## src/hw/rtl/mwfh_pkg.sv

```systemverilog
// Shared constants, status codes and helpers for the mutex unit.
// No dependencies; mwfh_ifs.sv and mutex_with_fifo_handoff.sv use this package.
package mwfh_pkg;

  localparam int MAX_THREADS = 16;               // depth of the waiter queue
  localparam int TID_W       = 4;                // thread id width
  localparam int PTR_W       = $clog2(MAX_THREADS);
  localparam int CNT_W       = $clog2(MAX_THREADS + 1);
  localparam int STATUS_W    = 3;

  localparam logic CMD_LOCK   = 1'b0;
  localparam logic CMD_UNLOCK = 1'b1;

  localparam logic [STATUS_W-1:0] ST_GRANTED  = 3'd0;
  localparam logic [STATUS_W-1:0] ST_BLOCKED  = 3'd1;
  localparam logic [STATUS_W-1:0] ST_RELEASED = 3'd2;
  localparam logic [STATUS_W-1:0] ST_HANDOFF  = 3'd3;
  localparam logic [STATUS_W-1:0] ST_IGNORED  = 3'd4;

  // queue pointer advance with wrap at the queue depth
  function automatic logic [PTR_W-1:0] next_ptr(input logic [PTR_W-1:0] p);
    logic [PTR_W-1:0] r;
    if (p == PTR_W'(MAX_THREADS - 1)) begin
      r = '0;
    end else begin
      r = p + PTR_W'(1);
    end
    return r;
  endfunction

endpackage

```

## src/hw/rtl/mwfh_ifs.sv

```systemverilog
// Valid/ready channel interfaces for request and response words.
// Depends on mwfh_pkg for field widths.
interface mwfh_req_if;
  logic                    valid;
  logic                    ready;
  logic                    cmd;
  logic [mwfh_pkg::TID_W-1:0] thread_id;

  modport source (output valid, output cmd, output thread_id, input ready);
  modport sink   (input valid, input cmd, input thread_id, output ready);
endinterface

interface mwfh_rsp_if;
  logic                       valid;
  logic                       ready;
  logic [mwfh_pkg::STATUS_W-1:0] status;
  logic [mwfh_pkg::TID_W-1:0]    woken_thread;
  logic                       is_locked;

  modport source (output valid, output status, output woken_thread, output is_locked,
                  input ready);
  modport sink   (input valid, input status, input woken_thread, input is_locked,
                  output ready);
endinterface

```

## src/hw/rtl/mutex_with_fifo_handoff.sv

```systemverilog
// Mutex lock unit with a FIFO wait queue held in a RAM.
// Depends on mwfh_pkg, mwfh_req_if / mwfh_rsp_if and mwfh_ram.
//
// Usage:
//   in_req  : request words {cmd, thread_id}; cmd 0 = lock, 1 = unlock.
//   out_rsp : one response word per request {status, woken_thread, is_locked}.
//   Lock on a free mutex grants it; lock on a held mutex queues the thread
//   (or rejects it when the queue is full). Unlock by the owner hands the
//   mutex to the oldest waiter, or frees it when nobody waits.
// Response: registered once the request is taken; a handoff first passes
//   through S_POP while the queue head is read out of the RAM.
// Throughput: one request per cycle unless stalled; a handoff holds S_POP as
//   the queue RAM read must return before the new owner is known.
// Stall: a response waits in the output register while out_rsp.ready is low;
//   a new request is taken in the same cycle the pending word leaves, so
//   in_req.ready drops only while the output is full and not being drained
//   or while a handoff read is in flight.
// Reset (rst_n low, synchronous): mutex free, owner 0, queue empty, no
//   response pending. Queue RAM contents are not cleared; only entries
//   written by queued lock requests are ever read.
module mutex_with_fifo_handoff (
  input  logic        clk,
  input  logic        rst_n,
  mwfh_req_if.sink    in_req,
  mwfh_rsp_if.source  out_rsp
);

  localparam logic S_IDLE = 1'b0;  // ready for a request
  localparam logic S_POP  = 1'b1;  // waiting on queue head read

  logic                             state_r, state_nxt;
  logic                             held_r, held_nxt;
  logic [mwfh_pkg::TID_W-1:0]       owner_r, owner_nxt;
  logic [mwfh_pkg::PTR_W-1:0]       head_r, head_nxt;
  logic [mwfh_pkg::PTR_W-1:0]       tail_r, tail_nxt;
  logic [mwfh_pkg::CNT_W-1:0]       count_r, count_nxt;

  logic                             out_valid_r, out_valid_nxt;
  logic [mwfh_pkg::STATUS_W-1:0]    out_status_r, out_status_nxt;
  logic [mwfh_pkg::TID_W-1:0]       out_woken_r, out_woken_nxt;
  logic                             out_locked_r, out_locked_nxt;

  logic                             accept;
  logic                             q_full;
  logic                             ram_we;
  logic [mwfh_pkg::TID_W-1:0]       ram_rdata;

  // waiter queue storage; read port always looks at the head entry
  mwfh_ram #(
    .WIDTH (mwfh_pkg::TID_W),
    .DEPTH (mwfh_pkg::MAX_THREADS)
  ) u_queue (
    .clk   (clk),
    .we    (ram_we),
    .waddr (tail_r),
    .wdata (in_req.thread_id),
    .raddr (head_r),
    .rdata (ram_rdata)
  );

  assign in_req.ready = (state_r == S_IDLE) && (!out_valid_r || out_rsp.ready);
  assign accept       = in_req.valid && in_req.ready;
  assign q_full       = (count_r == mwfh_pkg::CNT_W'(mwfh_pkg::MAX_THREADS));

  always_comb begin
    state_nxt      = state_r;
    held_nxt       = held_r;
    owner_nxt      = owner_r;
    head_nxt       = head_r;
    tail_nxt       = tail_r;
    count_nxt      = count_r;
    out_valid_nxt  = out_valid_r && !out_rsp.ready;
    out_status_nxt = out_status_r;
    out_woken_nxt  = out_woken_r;
    out_locked_nxt = out_locked_r;
    ram_we         = 1'b0;

    unique case (state_r)
      S_IDLE: begin
        if (accept) begin
          out_woken_nxt = '0;
          if (in_req.cmd == mwfh_pkg::CMD_LOCK) begin
            out_valid_nxt  = 1'b1;
            out_locked_nxt = 1'b1;
            if (!held_r) begin
              held_nxt       = 1'b1;
              owner_nxt      = in_req.thread_id;
              out_status_nxt = mwfh_pkg::ST_GRANTED;
            end else if (q_full) begin
              out_status_nxt = mwfh_pkg::ST_IGNORED;
            end else begin
              ram_we         = 1'b1;
              tail_nxt       = mwfh_pkg::next_ptr(tail_r);
              count_nxt      = count_r + mwfh_pkg::CNT_W'(1);
              out_status_nxt = mwfh_pkg::ST_BLOCKED;
            end
          end else begin
            if (!held_r || (owner_r != in_req.thread_id)) begin
              out_valid_nxt  = 1'b1;
              out_status_nxt = mwfh_pkg::ST_IGNORED;
              out_locked_nxt = held_r;
            end else if (count_r != '0) begin
              // head entry shows up on the RAM port next cycle
              state_nxt = S_POP;
            end else begin
              out_valid_nxt  = 1'b1;
              held_nxt       = 1'b0;
              owner_nxt      = '0;
              out_status_nxt = mwfh_pkg::ST_RELEASED;
              out_locked_nxt = 1'b0;
            end
          end
        end
      end
      S_POP: begin
        // output register is empty here: request was taken only if it drained
        owner_nxt      = ram_rdata;
        head_nxt       = mwfh_pkg::next_ptr(head_r);
        count_nxt      = count_r - mwfh_pkg::CNT_W'(1);
        out_valid_nxt  = 1'b1;
        out_status_nxt = mwfh_pkg::ST_HANDOFF;
        out_woken_nxt  = ram_rdata;
        out_locked_nxt = 1'b1;
        state_nxt      = S_IDLE;
      end
      default: begin
        state_nxt = S_IDLE;
      end
    endcase
  end

  always_ff @(posedge clk) begin
    if (!rst_n) begin
      state_r     <= S_IDLE;
      held_r      <= 1'b0;
      owner_r     <= '0;
      head_r      <= '0;
      tail_r      <= '0;
      count_r     <= '0;
      out_valid_r <= 1'b0;
    end else begin
      state_r     <= state_nxt;
      held_r      <= held_nxt;
      owner_r     <= owner_nxt;
      head_r      <= head_nxt;
      tail_r      <= tail_nxt;
      count_r     <= count_nxt;
      out_valid_r <= out_valid_nxt;
    end
  end

  always_ff @(posedge clk) begin
    out_status_r <= out_status_nxt;
    out_woken_r  <= out_woken_nxt;
    out_locked_r <= out_locked_nxt;
  end

  assign out_rsp.valid        = out_valid_r;
  assign out_rsp.status       = out_status_r;
  assign out_rsp.woken_thread = out_woken_r;
  assign out_rsp.is_locked    = out_locked_r;

`ifndef SYNTHESIS
  // queue occupancy never exceeds its depth
  a_count_max: assert property (@(posedge clk) disable iff (!rst_n)
    count_r <= mwfh_pkg::CNT_W'(mwfh_pkg::MAX_THREADS))
    else $error("waiter count overflow");

  // nobody waits on a free mutex
  a_wait_held: assert property (@(posedge clk) disable iff (!rst_n)
    (count_r != '0) |-> held_r)
    else $error("waiters queued on a free mutex");

  // empty queue has aligned pointers
  a_ptr_align: assert property (@(posedge clk) disable iff (!rst_n)
    (count_r == '0) |-> (head_r == tail_r))
    else $error("queue pointers misaligned while empty");

  // a handoff read never overwrites a pending response
  a_pop_slot: assert property (@(posedge clk) disable iff (!rst_n)
    (state_r == S_POP) |-> !out_valid_r)
    else $error("response register busy during handoff");

  // a handoff leaves the mutex held and one fewer waiter
  a_pop_effect: assert property (@(posedge clk) disable iff (!rst_n)
    (state_r == S_POP) |=> (held_r && out_valid_r
                            && count_r == $past(count_r) - mwfh_pkg::CNT_W'(1)))
    else $error("handoff did not update owner state");
`endif

endmodule

```

## src/hw/rtl/mwfh_ram.sv

```systemverilog
// Generic single-write, single-read RAM with registered read data.
// No dependencies.
module mwfh_ram #(
  parameter int WIDTH = 8,
  parameter int DEPTH = 16
) (
  input  logic                     clk,
  input  logic                     we,
  input  logic [$clog2(DEPTH)-1:0] waddr,
  input  logic [WIDTH-1:0]         wdata,
  input  logic [$clog2(DEPTH)-1:0] raddr,
  output logic [WIDTH-1:0]         rdata
);

  logic [WIDTH-1:0] mem [DEPTH];
  logic [WIDTH-1:0] rdata_r;

  always_ff @(posedge clk) begin
    if (we) begin
      mem[waddr] <= wdata;
    end
    rdata_r <= mem[raddr];
  end

  assign rdata = rdata_r;

endmodule

```

## src/flat_wrapper.sv

```systemverilog
// flat-port wrapper written by rule: the top's interface ports become plain ports
module mutex_with_fifo_handoff_flat 
  (clk, rst_n, in_req_valid, in_req_cmd, in_req_thread_id, in_req_ready, out_rsp_valid, out_rsp_status, out_rsp_woken_thread, out_rsp_is_locked, out_rsp_ready);
  mwfh_req_if in_req_i ();
  mwfh_rsp_if out_rsp_i ();
  input  logic clk;
  input  logic rst_n;
  input wire logic [$bits(in_req_i.valid)-1:0] in_req_valid;
  input wire logic [$bits(in_req_i.cmd)-1:0] in_req_cmd;
  input wire logic [$bits(in_req_i.thread_id)-1:0] in_req_thread_id;
  output wire logic [$bits(in_req_i.ready)-1:0] in_req_ready;
  output wire logic [$bits(out_rsp_i.valid)-1:0] out_rsp_valid;
  output wire logic [$bits(out_rsp_i.status)-1:0] out_rsp_status;
  output wire logic [$bits(out_rsp_i.woken_thread)-1:0] out_rsp_woken_thread;
  output wire logic [$bits(out_rsp_i.is_locked)-1:0] out_rsp_is_locked;
  input wire logic [$bits(out_rsp_i.ready)-1:0] out_rsp_ready;
  assign in_req_i.valid = in_req_valid;
  assign in_req_i.cmd = in_req_cmd;
  assign in_req_i.thread_id = in_req_thread_id;
  assign in_req_ready = in_req_i.ready;
  assign out_rsp_valid = out_rsp_i.valid;
  assign out_rsp_status = out_rsp_i.status;
  assign out_rsp_woken_thread = out_rsp_i.woken_thread;
  assign out_rsp_is_locked = out_rsp_i.is_locked;
  assign out_rsp_i.ready = out_rsp_ready;
  mutex_with_fifo_handoff u_core (.clk(clk), .rst_n(rst_n), .in_req(in_req_i), .out_rsp(out_rsp_i));
endmodule
```

## config.mk

```make
export PLATFORM = sky130hd
export DESIGN_NAME = mutex_with_fifo_handoff_flat
export DESIGN_NICKNAME = d
export VERILOG_FILES = /design/src/hw/rtl/mwfh_pkg.sv /design/src/hw/rtl/mwfh_ifs.sv /design/src/hw/rtl/mutex_with_fifo_handoff.sv /design/src/hw/rtl/mwfh_ram.sv /design/src/flat_wrapper.sv
export SDC_FILE = /design/constraint.sdc
export NUM_CORES = 1
export LEC_CHECK = 0
export ABC_AREA = 0
export BUFFER_PORTS_ARGS = -buffer_cell sky130_fd_sc_hd__buf_2
export CORE_ASPECT_RATIO = 1.25
export CORE_MARGIN = 2
export CORE_UTILIZATION = 60
export DETAILED_ROUTE_END_ITERATION = 7
export GPL_ROUTABILITY_DRIVEN = 1
export PLACE_DENSITY = 0.8
export SETUP_SLACK_MARGIN = 0.05
export SLEW_MARGIN = 20
export SYNTH_ARGS = -nofsm -noshare
export SYNTH_HDL_FRONTEND = slang
export SYNTH_SLANG_ARGS = --single-unit
```

## constraint.sdc

```tcl
create_clock -name clk -period 2.6 [get_ports clk]
set_input_delay 0.52 -clock clk [delete_from_list [all_inputs] [get_ports clk]]
set_output_delay 0.52 -clock clk [all_outputs]
set_load 0.02 [all_outputs]
```

==> metrics <==
status=finished, final reports clean; CTS tree=done; initial core utilization=62.5%; synthesized instance count=286; Min-Delay Path Class=in2reg; critical-path maximum fanout=6; post-synth cell types=42; Arrival @ worst endpoint=2.30 ns; I/O pins=19; ANT cells=0; largest net degree at the start of global routing=29; Avg Cell Area, Syn=14.4 sq um; asr flop ratio synth=0%; RSZ-0062 raised after global routing=false; clock network fraction of total power=34.0%; Setup TNS=0 ns; Rel. slew slack=46.9%; vias per cell=5.87; DRC Markers=0; final WL=7.07 mm; cts repair resizes=0; CP Data Required Time=2.61 ns; num rows=33; power density over the cells=595 nW/um^2; clk sinks=96; sequential power share=62.1%; total internal power=0.00206 W; DP Wirelength=5.02 mm; Tmin final=2.30 ns; Post-synth EDFFs=72; initial antenna violation count=0; startpoint class of the critical path=flip-flop; max cap viols=0; Top FF cell, synth=edfxtp_1; reg2reg setup slack=0.30 ns; DIE AREA=7570 sq um; Die X-Extent=78.2 um; drt wl/cell=17.8 um; Clk Latency, worst-skew pair=0.36 ns; Final Cycle Share=88.3%; number of global-route vias before repair=2378; final hold violations=0; Worst-path clk slew=0.10 ns; Total Routing Usage GR=20.8%; sw frac=23.1%; Layout Area Growth over Synthesis=9.09%; slew of the pin with the lowest slew margin=0.795 ns; crit end category=flip-flop; DRT iter0 DRCs=169; Buffers on Ports=18; static leakage=1.55 nW; clk root buf=clkbuf_8; number of synthesized register bits=96; Core Box Area=6610 sq um; Synth area leaders=edfxtp_1 52%, dfxtp_1 12%, mux4_2 8.7%, ha_1 2.4%, and2_1 2.3%; area leader, netlist=edfxtp_1; multi-input logic area=1390 sq um; height of the chip=96.8 um; TritonCTS buffer count=9; switching pwr=0.000620 W; clock buffer depth=2; Vias=2336; Slew Viols, Final=0; f_max=436 MHz; critical path type=reg2reg; Comb pwr share=4.0%; share of cells above drive strength 1=20.9%; total grt overflow=0; Final setup viols=0; Yosys top cell area share=52.3%; syn nets=304; # Post-CTS Setup Buffers=0; RD Place Congestion=0.890; H-tree depth=3; DR pass1 iterations=4; IR drop worst, VDD=354 uV; CTS Hold Buffers Added=0; Routed Antenna Nets=0; post-synthesis sequential area ratio=64.0%; Power Total=0.00268 W; Clock Skew=0.0102 ns; number of fillers in the final layout=465; Final #Nets=324; global-route wire length before repair=11.7 mm; Syn Std Cell Area=4130 sq um; yosys warns=0; sequential cell area=2640 sq um
[through the flow]
| step | hold slack (ns) | setup WS, ns | area [sq um] | instances | utilization, % |
|---|---|---|---|---|---|
| after floorplan | 0.446 | 0.520 | 4130 | 286 | - |
| after global placement | 0.457 | 0.399 | 4320 | 382 | 65.4 |
| after detailed placement | 0.468 | 0.257 | 4320 | 382 | 65.4 |
| after CTS | 0.414 | 0.293 | 4510 | 398 | 68.2 |
| after global routing | 0.424 | 0.112 | 4510 | 398 | 68.2 |
| final | 0.425 | 0.305 | 4510 | 398 | 68.2 |
[metal layers]
metal  routed length (um)  global-route usage, %  up-vias  share of wire [%]
met1                 2950                   26.5     1143                 42
met5                    0                      0        -                  0
li1                     -                      -     1106                  -
met2                 3580                   33.9       70                 51
met3                  304                   3.54       17                4.3
met4                  233                   11.3        0                3.3
[cell families after synthesis]
| logic type | count (synthesis) | share of synthesized area, % |
|---|---|---|
| adders and majority gates | 9 | 2.91 |
| muxes | 26 | 11.2 |
| buffers and inverters | 22 | 2.27 |
| xor gates and xnor gates | 10 | 2.12 |
| DFF | 96 | 64.0 |
| AOI/OAI and AO/OA | 40 | 6.82 |
| and+or+nand+nor | 83 | 10.7 |
[placed cells by master, fill, tap and decap left out, types with 2 or more instances in the layout]
| cell type | n |
|---|---|
| a31oi_1 | 2 |
| nand2_1 | 21 |
| edfxtp_1 | 72 |
| mux4_2 | 16 |
| nor3_1 | 5 |
| buf_2 | 18 |
| inv_1 | 6 |
| mux2i_1 | 9 |
| dfxtp_1 | 24 |
| a21o_1 | 5 |
| and2_1 | 15 |
| nor2b_1 | 9 |
| buf_4 | 6 |
| o21ai_0 | 10 |
| nand3_1 | 9 |
| xnor2_1 | 5 |
| xor2_1 | 5 |
| nor2_1 | 16 |
| nand2b_1 | 2 |
| inv_6 | 4 |
| a211oi_1 | 5 |
| a21boi_0 | 2 |
| clkbuf_8 | 9 |
| ha_1 | 8 |
| a21oi_1 | 8 |
[sequential cells by signal, summed over array words and instances (netlist names)]
| signal | flops |
|---|---|
| u_core.head_r | 4 |
| u_core.count_r | 5 |
| u_core.out_rsp.status | 3 |
| u_core.tail_r | 4 |
| u_core.u_queue.mem | 64 |
| u_core.held_r | 1 |
| u_core.out_rsp.woken_thread | 4 |
| u_core.owner_r | 4 |
| u_core.u_queue.rdata | 4 |
| u_core.state_r | 1 |
| u_core.out_rsp.valid | 1 |
| u_core.out_rsp.is_locked | 1 |
[path summary, 6_finish.rpt]
check,start,cells past startpoint,end
setup reg to reg,u_core.count_r[0]$_SDFFE_PN0P_,5,u_core.u_queue.mem[0][1]$_DFFE_PP_
setup / recovery,u_core.count_r[0]$_SDFFE_PN0P_,5,u_core.u_queue.mem[0][1]$_DFFE_PP_
hold reg to reg,u_core.owner_r[2]$_SDFFE_PN0P_,2,u_core.owner_r[2]$_SDFFE_PN0P_
hold / removal,in_req_valid,3,u_core.out_rsp.valid$_SDFF_PN0_
[layout make-up]
class | instances | area share (%)
clock inverters | 7 | 1.31
inverters | 6 | 0.500
repair buffers | 25 | 3.44
clock buffers | 9 | 2.75
multi-input cells | 168 | 30.9
flip-flops and latches | 96 | 58.7
well taps | 87 | 2.42
[Yosys cell counts (2+ instances only)]
cell,number
nand2_1,21
a211oi_1,5
nor2_1,16
a21boi_0,2
nor2b_1,9
clkbuf_1,8
and2_1,15
ha_1,8
a21oi_1,8
nand2b_1,2
buf_2,5
a21o_1,5
dfxtp_1,24
inv_1,6
a31oi_1,2
mux2i_1,9
nand3_1,9
o21ai_0,10
edfxtp_1,72
xor2_1,5
xnor2_1,5
nor3_1,5
mux4_2,16
[power by group through the flow]
stage / clock network, W / logic [W] / registers (W)
final: 0.000910 / 0.000106 / 0.00166
after global routing: 0.000988 / 0.000117 / 0.00167
after CTS: 0.000928 / 0.000108 / 0.00166
after detailed placement: 0 / 0.000107 / 0.00170
after global placement: 0 / 0.000105 / 0.00170
after floorplan: 0 / 0.0000532 / 0.00171
[worst max-delay path, cell delays in order, from the launching register on]
cell,delay [ns]
dfxtp_1,0.47
nor4_4,0.10
a211oi_4,0.40
and2_1,0.31
nand2_1,0.15
nor3_1,0.51
(Power assumes the default switching activity.)
